**src/prl_pkg.sv**
```systemverilog
// ----------------------------------------------------------------------------
// prl_pkg
// types, codes and the miss classifier for the protection region lookup
// ----------------------------------------------------------------------------
`default_nettype none

package prl_pkg;

    // slot index wide enough for the largest supported table (64 entries)
    localparam int SLOT_W  = 6;
    localparam int COUNT_W = 7;
    localparam int ADDR_W  = 32;
    localparam int TYPE_W  = 4;
    localparam int ATTR_W  = 6;
    localparam int INDEX_W = 4;
    localparam int REASON_W = 5;
    localparam int CFG_INDEX_W = 2;

    // request kinds
    localparam logic KIND_ADD    = 1'b0;
    localparam logic KIND_LOOKUP = 1'b1;

    // configuration register indexes
    localparam logic [CFG_INDEX_W-1:0] CFG_MANAGER_READY = 2'd0;
    localparam logic [CFG_INDEX_W-1:0] CFG_USER_START    = 2'd1;

    localparam logic [ADDR_W-1:0] USER_START_RESET = 32'h4000_0000;

    // type codes used as defaults
    localparam logic [TYPE_W-1:0] TYPE_KDATA = 4'd1;
    localparam logic [TYPE_W-1:0] TYPE_USER  = 4'd8;

    // attribute bit positions
    localparam int ATTR_RO_BIT   = 4;
    localparam int ATTR_CRIT_BIT = 5;

    // reason classes
    localparam logic [REASON_W-1:0] RSN_NOTREADY = 5'd0;
    localparam logic [REASON_W-1:0] RSN_HIT      = 5'd1;
    localparam logic [REASON_W-1:0] RSN_NULL     = 5'd2;
    localparam logic [REASON_W-1:0] RSN_AA       = 5'd3;
    localparam logic [REASON_W-1:0] RSN_DE       = 5'd4;
    localparam logic [REASON_W-1:0] RSN_CC       = 5'd5;
    localparam logic [REASON_W-1:0] RSN_55       = 5'd6;
    localparam logic [REASON_W-1:0] RSN_FF       = 5'd7;
    localparam logic [REASON_W-1:0] RSN_FEED     = 5'd8;
    localparam logic [REASON_W-1:0] RSN_FACE     = 5'd9;
    localparam logic [REASON_W-1:0] RSN_DEAD     = 5'd10;
    localparam logic [REASON_W-1:0] RSN_BEEF     = 5'd11;
    localparam logic [REASON_W-1:0] RSN_8X       = 5'd12;
    localparam logic [REASON_W-1:0] RSN_HIGH     = 5'd13;
    localparam logic [REASON_W-1:0] RSN_USER     = 5'd14;
    localparam logic [REASON_W-1:0] RSN_KLOW     = 5'd15;
    localparam logic [REASON_W-1:0] RSN_UNKNOWN  = 5'd16;

    // request token travelling down the cell chain
    typedef struct packed {
        logic                kind;
        logic                add_ok;   // add: table had room at entry
        logic [SLOT_W-1:0]   slot;     // add: target cell; lookup: matched cell
        logic [COUNT_W-1:0]  count;    // lookup: regions stored at entry
        logic [ADDR_W-1:0]   addr;     // lookup address or region start
        logic [ADDR_W-1:0]   rend;     // region end on add
        logic [ATTR_W-1:0]   attr;     // add attributes or matched attributes
        logic                hit;
    } token_t;

    typedef struct packed {
        logic                accepted;
        logic                hit;
        logic [INDEX_W-1:0]  match_index;
        logic [TYPE_W-1:0]   match_type;
        logic                match_critical;
        logic                match_writable;
        logic [REASON_W-1:0] reason_class;
    } result_t;

    function automatic logic [REASON_W-1:0] miss_class(
        input logic [ADDR_W-1:0] a,
        input logic [ADDR_W-1:0] user_start
    );
        logic [7:0]  top8;
        logic [15:0] top16;
        logic [REASON_W-1:0] r;
        top8  = a[31:24];
        top16 = a[31:16];
        if (a < 32'h0000_1000)            r = RSN_NULL;
        else if (top8 == 8'hAA)           r = RSN_AA;
        else if (top8 == 8'hDE)           r = RSN_DE;
        else if (top8 == 8'hCC)           r = RSN_CC;
        else if (top8 == 8'h55)           r = RSN_55;
        else if (top8 == 8'hFF)           r = RSN_FF;
        else if (top16 == 16'hFEED)       r = RSN_FEED;
        else if (top16 == 16'hFACE)       r = RSN_FACE;
        else if (top16 == 16'hDEAD)       r = RSN_DEAD;
        else if (top16 == 16'hBEEF)       r = RSN_BEEF;
        else if (a[31:28] == 4'h8)        r = RSN_8X;
        else if (a >= 32'hC000_0000)      r = RSN_HIGH;
        else if (a >= user_start)         r = RSN_USER;
        else if (a >= 32'h0010_0000)      r = RSN_KLOW;
        else                              r = RSN_UNKNOWN;
        return r;
    endfunction

endpackage

`default_nettype wire

```
**src/prl_cell.sv**
```systemverilog
// ----------------------------------------------------------------------------
// prl_cell
// one region slot: stores an added range and tests passing lookups
// ----------------------------------------------------------------------------
`default_nettype none

module prl_cell #(
    parameter int CELL_INDEX = 0
) (
    input  wire logic            clk,
    input  wire logic            rst_n,
    input  wire logic            advance,
    input  wire logic            tok_valid_in,
    input  wire prl_pkg::token_t tok_in,
    output logic                 tok_valid_out,
    output prl_pkg::token_t      tok_out
);

    localparam logic [prl_pkg::SLOT_W-1:0]  MY_SLOT  = prl_pkg::SLOT_W'(CELL_INDEX);
    localparam logic [prl_pkg::COUNT_W-1:0] MY_COUNT = prl_pkg::COUNT_W'(CELL_INDEX);

    logic [prl_pkg::ADDR_W-1:0] start_reg;
    logic [prl_pkg::ADDR_W-1:0] end_reg;
    logic [prl_pkg::ATTR_W-1:0] attr_reg;

    logic            valid_reg;
    prl_pkg::token_t tok_reg;
    prl_pkg::token_t tok_next;
    logic            do_write;
    logic            match;

    assign do_write = advance && tok_valid_in && (tok_in.kind == prl_pkg::KIND_ADD)
                      && tok_in.add_ok && (tok_in.slot == MY_SLOT);

    // first match wins: only test if no earlier cell already hit
    assign match = (tok_in.kind == prl_pkg::KIND_LOOKUP) && !tok_in.hit
                   && (MY_COUNT < tok_in.count)
                   && (tok_in.addr >= start_reg) && (tok_in.addr < end_reg);

    always_comb
    begin
        tok_next = tok_in;
        if (match)
        begin
            tok_next.hit  = 1'b1;
            tok_next.slot = MY_SLOT;
            tok_next.attr = attr_reg;
        end
    end

    always_ff @(posedge clk)
    begin
        if (do_write)
        begin
            start_reg <= tok_in.addr;
            end_reg   <= tok_in.rend;
            attr_reg  <= tok_in.attr;
        end
    end

    always_ff @(posedge clk or negedge rst_n)
    begin
        if (!rst_n)
            valid_reg <= 1'b0;
        else if (advance)
            valid_reg <= tok_valid_in;
    end

    always_ff @(posedge clk)
    begin
        if (advance)
            tok_reg <= tok_next;
    end

    assign tok_valid_out = valid_reg;
    assign tok_out       = tok_reg;

endmodule

`default_nettype wire

```
**src/prl_out.sv**
```systemverilog
// ----------------------------------------------------------------------------
// prl_out
// result stage: turns a finished token into a result and holds it
// ----------------------------------------------------------------------------
`default_nettype none

module prl_out (
    input  wire logic                        clk,
    input  wire logic                        rst_n,
    input  wire logic                        advance,
    input  wire logic                        tok_valid,
    input  wire prl_pkg::token_t             tok,
    input  wire logic                        manager_ready,
    input  wire logic [prl_pkg::ADDR_W-1:0]  user_space_start,
    output logic                             res_valid,
    output prl_pkg::result_t                 res
);

    logic             valid_reg;
    prl_pkg::result_t res_reg;
    prl_pkg::result_t res_next;

    always_comb
    begin
        res_next = '0;
        if (tok.kind == prl_pkg::KIND_ADD)
        begin
            res_next.accepted = tok.add_ok;
        end
        else if (!manager_ready)
        begin
            res_next.match_type     = prl_pkg::TYPE_KDATA;
            res_next.match_critical = 1'b1;
            res_next.reason_class   = prl_pkg::RSN_NOTREADY;
        end
        else if (tok.hit)
        begin
            res_next.hit            = 1'b1;
            res_next.match_index    = prl_pkg::INDEX_W'(tok.slot);
            res_next.match_type     = tok.attr[prl_pkg::TYPE_W-1:0];
            res_next.match_critical = tok.attr[prl_pkg::ATTR_CRIT_BIT];
            res_next.match_writable = !tok.attr[prl_pkg::ATTR_RO_BIT];
            res_next.reason_class   = prl_pkg::RSN_HIT;
        end
        else
        begin
            res_next.match_type     = prl_pkg::TYPE_USER;
            res_next.match_critical = (tok.addr < user_space_start);
            res_next.reason_class   = prl_pkg::miss_class(tok.addr, user_space_start);
        end
    end

    always_ff @(posedge clk or negedge rst_n)
    begin
        if (!rst_n)
            valid_reg <= 1'b0;
        else if (advance)
            valid_reg <= tok_valid;
    end

    always_ff @(posedge clk)
    begin
        if (advance)
            res_reg <= res_next;
    end

    assign res_valid = valid_reg;
    assign res       = res_reg;

endmodule

`default_nettype wire

```
**src/protection_region_lookup_top.sv**
```systemverilog
// ----------------------------------------------------------------------------
// protection_region_lookup_top
// region table with first-match address classification
// ----------------------------------------------------------------------------
// The table is a chain of MAX_REGIONS cells, each holding one region. Every
// request (add or lookup) enters the chain and moves one cell per cycle while
// the chain is not held: an add writes its range into the cell picked at entry
// from the fill count, a lookup tests each cell it passes and keeps the first
// hit. The first cell registers the request at the accepting edge and the
// result is registered behind the last cell, and a new request can be accepted
// every cycle unless the chain is held. When a result is not taken the whole
// chain holds and in_ready drops. Requests stay in order, so an add is always
// seen by every lookup accepted after it. Lookups only test cells below the
// fill count seen at entry. Configuration writes (manager_ready,
// user_space_start) are taken every cycle and are used at the result stage;
// write them only while no request is in flight.
// ----------------------------------------------------------------------------
`default_nettype none

module protection_region_lookup_top #(
    parameter int MAX_REGIONS = 16
) (
    input  wire logic                             clk,
    input  wire logic                             rst_n,

    // request channel
    input  wire logic                             in_valid,
    output logic                                  in_ready,
    input  wire logic                             kind,
    input  wire logic [prl_pkg::ADDR_W-1:0]       address,
    input  wire logic [prl_pkg::ADDR_W-1:0]       region_start,
    input  wire logic [prl_pkg::ADDR_W-1:0]       region_end,
    input  wire logic [prl_pkg::TYPE_W-1:0]       region_code,
    input  wire logic                             region_read_only,
    input  wire logic                             region_critical,

    // result channel
    output logic                                  out_valid,
    input  wire logic                             out_ready,
    output logic                                  accepted,
    output logic                                  hit,
    output logic [prl_pkg::INDEX_W-1:0]           match_index,
    output logic [prl_pkg::TYPE_W-1:0]            match_type,
    output logic                                  match_critical,
    output logic                                  match_writable,
    output logic [prl_pkg::REASON_W-1:0]          reason_class,

    // configuration write channel
    input  wire logic                             cfg_valid,
    output logic                                  cfg_ready,
    input  wire logic [prl_pkg::CFG_INDEX_W-1:0]  cfg_index,
    input  wire logic [prl_pkg::ADDR_W-1:0]       cfg_data
);

    localparam int CNT_W = $clog2(MAX_REGIONS + 1);

    // configuration registers
    logic                       manager_ready_reg;
    logic [prl_pkg::ADDR_W-1:0] user_start_reg;

    // fill count of the table
    logic [CNT_W-1:0] count_reg;
    logic [CNT_W-1:0] count_next;

    // chain stall: everything moves when the result register is free or drained
    logic advance;
    logic in_fire;
    logic room;

    logic             chain_valid [MAX_REGIONS+1];
    prl_pkg::token_t  chain_tok   [MAX_REGIONS+1];

    prl_pkg::result_t res;

    assign advance   = !out_valid || out_ready;
    assign in_ready  = advance;
    assign in_fire   = in_valid && in_ready;
    assign cfg_ready = 1'b1;
    assign room      = (count_reg < CNT_W'(MAX_REGIONS));

    // config writes; unknown indexes are dropped
    always_ff @(posedge clk or negedge rst_n)
    begin
        if (!rst_n)
        begin
            manager_ready_reg <= 1'b0;
            user_start_reg    <= prl_pkg::USER_START_RESET;
        end
        else if (cfg_valid && cfg_ready)
        begin
            if (cfg_index == prl_pkg::CFG_MANAGER_READY)
                manager_ready_reg <= cfg_data[0];
            else if (cfg_index == prl_pkg::CFG_USER_START)
                user_start_reg <= cfg_data;
        end
    end

    // count bumps on every add that finds room
    always_comb
    begin
        count_next = count_reg;
        if (in_fire && (kind == prl_pkg::KIND_ADD) && room)
            count_next = count_reg + CNT_W'(1);
    end

    always_ff @(posedge clk or negedge rst_n)
    begin
        if (!rst_n)
            count_reg <= '0;
        else
            count_reg <= count_next;
    end

    // entry token: add carries its range in addr/rend, lookup its address
    always_comb
    begin
        chain_valid[0]      = in_fire;
        chain_tok[0].kind   = kind;
        chain_tok[0].add_ok = room;
        chain_tok[0].slot   = prl_pkg::SLOT_W'(count_reg);
        chain_tok[0].count  = prl_pkg::COUNT_W'(count_reg);
        chain_tok[0].addr   = (kind == prl_pkg::KIND_ADD) ? region_start : address;
        chain_tok[0].rend   = region_end;
        chain_tok[0].attr   = {region_critical, region_read_only, region_code};
        chain_tok[0].hit    = 1'b0;
    end

    // the region cells
    for (genvar g = 0; g < MAX_REGIONS; g++)
    begin : g_cell
        prl_cell #(
            .CELL_INDEX (g)
        ) u_cell (
            .clk           (clk),
            .rst_n         (rst_n),
            .advance       (advance),
            .tok_valid_in  (chain_valid[g]),
            .tok_in        (chain_tok[g]),
            .tok_valid_out (chain_valid[g+1]),
            .tok_out       (chain_tok[g+1])
        );
    end

    // result register behind the last cell
    prl_out u_out (
        .clk              (clk),
        .rst_n            (rst_n),
        .advance          (advance),
        .tok_valid        (chain_valid[MAX_REGIONS]),
        .tok              (chain_tok[MAX_REGIONS]),
        .manager_ready    (manager_ready_reg),
        .user_space_start (user_start_reg),
        .res_valid        (out_valid),
        .res              (res)
    );

    assign accepted       = res.accepted;
    assign hit            = res.hit;
    assign match_index    = res.match_index;
    assign match_type     = res.match_type;
    assign match_critical = res.match_critical;
    assign match_writable = res.match_writable;
    assign reason_class   = res.reason_class;

endmodule

`default_nettype wire

```
**config.mk**
```make
export PLATFORM = sky130hd
export DESIGN_NAME = protection_region_lookup_top
export DESIGN_NICKNAME = d
export VERILOG_FILES = /design/src/prl_pkg.sv /design/src/prl_cell.sv /design/src/prl_out.sv /design/src/protection_region_lookup_top.sv
export SDC_FILE = /design/constraint.sdc
export NUM_CORES = 2
export LEC_CHECK = 0
export BUFFER_PORTS_ARGS = -buffer_cell sky130_fd_sc_hd__buf_2
export CORE_MARGIN = 2
export CORE_UTILIZATION = 65
export CTS_CLUSTER_SIZE = 24
export DETAILED_ROUTE_END_ITERATION = 16
export GPL_ROUTABILITY_DRIVEN = 0
export PLACE_DENSITY = 0.82
export SYNTH_ARGS = -nofsm -noshare
export SYNTH_HDL_FRONTEND = slang
export SYNTH_SLANG_ARGS = --single-unit
```
**constraint.sdc**
```tcl
create_clock -name clk -period 104 [get_ports clk]
set_input_delay 10.4 -clock clk [delete_from_list [all_inputs] [get_ports clk]]
set_output_delay 10.4 -clock clk [all_outputs]
set_load 0.02 [all_outputs]
```
==> results <==
- Data on the critical path arrives at its endpoint at roughly 12000 ps.
- After synthesis, the most frequently instantiated cells are edfxtp_1, inv_1, ha_1, a21oi_1, nand2_1.
- The via count of the routed design is about 52000.
- Setup repair after global routing left no endpoint under its margin.
- For this block, wires on met1 add up to roughly 66 mm.
- The first global-routing pass estimated about 290 mm of wire.
- The endpoint required time on the critical path is between 90000 and 100000 ps.
- The total I/O pin count is around 160.
- STA classifies the critical path startpoint as a primary input.
- Dividing the detail-routed via count by the number of cells gives 5.69.
- The hold buffer count at cts is 0.
- Across all register-to-register paths, the minimum setup slack is ~99000 ps.
- Signal routing reaches up to met4.
- Of the total power, the share spent switching nets is 0.280.
- The mean area per synthesized cell is 15.8 µm².
- The largest fanout of any net on the critical path is ~140.
- The floorplan die area is around 0.16 mm².
- The clock network fraction of design power is 0.275.
- Timing analysis after detailed placement gives a worst setup slack of between 80000 and 90000 ps.
- The global-route congestion overflow total is 0.
- The number of global-route vias before repair came to 56500.
- The H-tree depth reported by CTS is 4.
- By instance count, the leading cell after synthesis is edfxtp_1.
- The synthesized design spends more area on one cell type than any other, namely edfxtp_1.
- The class of the tightest hold or removal check is reg2reg.
- Internal power comes to between 2 and 2.5 mW.
- After synthesis the netlist holds a flip-flop and latch count of approximately 2500.
- The wire length after detailed routing is 176 mm.
- The flow ran to the end, and the final reports show no timing, DRC or antenna violations.
- The setup path with the least slack is of type in2out.
- Setup violations remaining at the end of the flow were counted as 0.
- For this design the total switching power over the nets is approximately 860 µW.
- The HPWL after detailed placement is ~120 mm.
- The measured slew at the worst slew-check pin is between 1000 and 1500 ps.
- For the final database, setup skew stands at between 40 and 50 ps.
- 0 antenna diodes ended up in the layout.
- In this run the deepest clock path goes through 3 buffers.
- The total area inside the core boundary comes to around 0.16 mm².
- In the synthesized netlist the async set-or-reset flop fraction comes to 0.0222.
- The post-layout worst setup margin is 81960 ps.
- Synthesis instantiated 76 different standard cells from the library.
- STA classifies the critical path endpoint as a primary output.
- The number of hold-slack violations in the final timing report is 0.
- Dividing the detail-routed wire length by the instance count gives approximately 19 µm.
- For this run, the top clock speed supported by timing is between 40 and 50 MHz.
- The synthesized cell area is ~0.10 mm².
- The tool flagged a number of max-cap violations equal to 0.
- The layout has ~9000 filler cells.
- After synthesis, the cell types taking the most area are edfxtp_1, ha_1, inv_1.
- The cell count after synthesis is about 6600.
- The total CTS buffers is roughly 230.
- The overall fraction of global-route tracks in use is 0.221.
- The sequential group share of total power is 0.558.
- For this design the ratio of total power to cell area is 26.6 mW/mm².
- The number of setup buffers added after CTS is 0.
- The max-slew violation count was 0.
- The antenna violation net count after detailed routing is 0.
- The flip-flop count of the largest register after layout is 1286.
- The final hold slack is ~420 ps.
- The number of DRC markers in iteration 0 is around 3700.
- Of the total power, combinational logic draws 0.167.
- In this run the vertical extent of the chip is about 400 µm.
- The post-route setup TNS is 0 ps.
- The tree is rooted in a clkbuf_16.
- The wire length on met3 is 5.88 mm.
- Headroom to the max-slew limit came out at 0.0863.
- The proportion of layout cells with a drive suffix above 1 is 0.103.
- In this run, synthesis inferred 2423 flip-flops with an integrated enable.
- The number of placement rows is between 100 and 150.
- The number of antenna violations at the first check in global routing is 0.
- Clock tree synthesis found a total of around 2500 sinks.
- After clock tree synthesis, the repair step resized 0 gates.
- The detailed-route DRC error count is 0.
- The post-route fraction of the period consumed by the critical path is 0.212.
- Relative to the synthesized area, the layout overhead comes to 11.0%.
- Counting every net in the synthesized netlist gives around 7700.
- The horizontal die dimension is just over 400 µm.
- The clock-pin slew on the worst setup and hold paths is around 60 ps.
- Of the post-synthesis cell area, the dominant cell type holds 0.702.
- Summed over all nets, wire length on met2 after detailed routing comes to roughly 95 mm.
- Across the VDD grid, the largest voltage drop is about 0.019 mV.
- For this configuration, the core starts out at a cell density of 0.654.
- The post-route minimum period is between 20000 and 25000 ps.
- The clock tree from TritonCTS is done.
- For this run, the register share of the synthesized area comes to 0.715.
- In the synthesized netlist the dominant register cell turns out to be edfxtp_1.
- The clock insertion delay at the later pin of the skew report is 840 ps.
- For this design the static power due to leakage is between 40 and 50 nW.
- The Yosys step of the flow raised 0 warnings.
- In this run the tool buffered the top-level ports with 160 buffer cells.
- Entering global routing, the biggest net connects 183 pins.
- The net count of the finished layout is 8137.
- The length of the first detailed-routing pass in iterations is 5.
-- final timing paths --
check	startpoint	to	cells past startpoint
hold reg to reg	g_cell[9].u_cell.tok_out[17]	g_cell[10].u_cell.end_reg[10]	0
max in group asynchronous	rst_n	g_cell[4].u_cell.tok_valid_out	2
hold / removal	g_cell[9].u_cell.tok_out[17]	g_cell[10].u_cell.end_reg[10]	0
setup reg to reg	u_out.res_valid	g_cell[12].u_cell.end_reg[11]	7
min in group asynchronous	rst_n	user_start_reg[1]	1
setup / recovery	out_ready	in_ready	4
-- layout by cell type, fill, tap and decap left out, types with 13 or more instances in the layout --
| cell type | count |
|---|---|
| o21a_1 | 21 |
| clkbuf_1 | 52 |
| inv_1 | 1055 |
| nand2b_1 | 66 |
| or4_1 | 13 |
| o211ai_1 | 29 |
| nor4_1 | 30 |
| a211oi_1 | 65 |
| and2_1 | 37 |
| mux2_2 | 156 |
| clkbuf_16 | 232 |
| a21o_1 | 158 |
| buf_4 | 37 |
| nand3_1 | 50 |
| nand4_1 | 156 |
| nor2b_1 | 61 |
| nor2_1 | 133 |
| a31oi_1 | 16 |
| clkinv_1 | 43 |
| o2111ai_1 | 22 |
| a2111oi_0 | 32 |
| nor3_1 | 31 |
| clkinv_2 | 45 |
| and4_1 | 20 |
| or2_2 | 18 |
| and3_1 | 14 |
| o21ai_0 | 182 |
| bufinv_16 | 26 |
| a21oi_1 | 275 |
| nand2_1 | 189 |
| buf_2 | 160 |
| ha_1 | 1042 |
| edfxtp_1 | 2423 |
| dfrtp_1 | 54 |
-- stage by stage --
| step | cells | area [µm²] | utilization | total power [mW] |
|---|---|---|---|---|
| 6_report | 9220 | 115000 | 0.726 | 3.07 |
| 5_1_grt | 9220 | 115000 | 0.726 | 3.22 |
| 4_1_cts | 9220 | 115000 | 0.726 | 3.09 |
| 3_5_place_dp | 8791 | 107000 | 0.678 | 2.23 |
| 3_3_place_gp | 8791 | 107000 | 0.678 | 2.17 |
| 2_1_floorplan | 6550 | 104000 | - | 2.18 |
-- area by class of cell --
cell class / count / area, µm² / area share
clock buffers: 290 / 6080 / 0.0529
clock inverters: 139 / 1620 / 0.0141
inverters: 1056 / 3970 / 0.0345
multi-input cells: 2985 / 25500 / 0.222
flip-flops and latches: 2478 / 74100 / 0.644
well taps: 2072 / 2590 / 0.0225
repair buffers: 200 / 1140 / 0.00990
-- kinds of logic (layout without fill, tap and decap cells) --
kind of cell    count (synthesis)  count (layout)  share of synthesized area
flops                        2478            2478                      0.715
mux                           161             161                     0.0176
other cells                     1               1                  0.0000362
buf+inv                      1087            1685                     0.0396
simple gates                  881             881                     0.0458
fa+ha+maj                    1042            1042                      0.126
xor+xnor                        3               3                   0.000254
compound gates                897             897                     0.0555
-- metal layers --
layer	global-route usage	vias to the layer above
li1	-	25300
met3	0.0307	457
met5	0	-
met1	0.250	25600
met2	0.412	1171
met4	0.102	0
-- power by group through the flow --
stage          registers, mW  clock network [mW]  logic [mW]
2_1_floorplan           1.83                   0       0.353
3_3_place_gp            1.71                   0       0.460
3_5_place_dp            1.73                   0       0.501
4_1_cts                 1.71               0.854       0.517
5_1_grt                 1.75               0.893       0.580
6_report                1.71               0.843       0.512
-- critical path, cell delays in order --
cell and delay [ps]:
buf_2 120, nor2b_4 380, inv_8 370, buf_2 330
No activity file was read; power rests on OpenSTA's default activity.
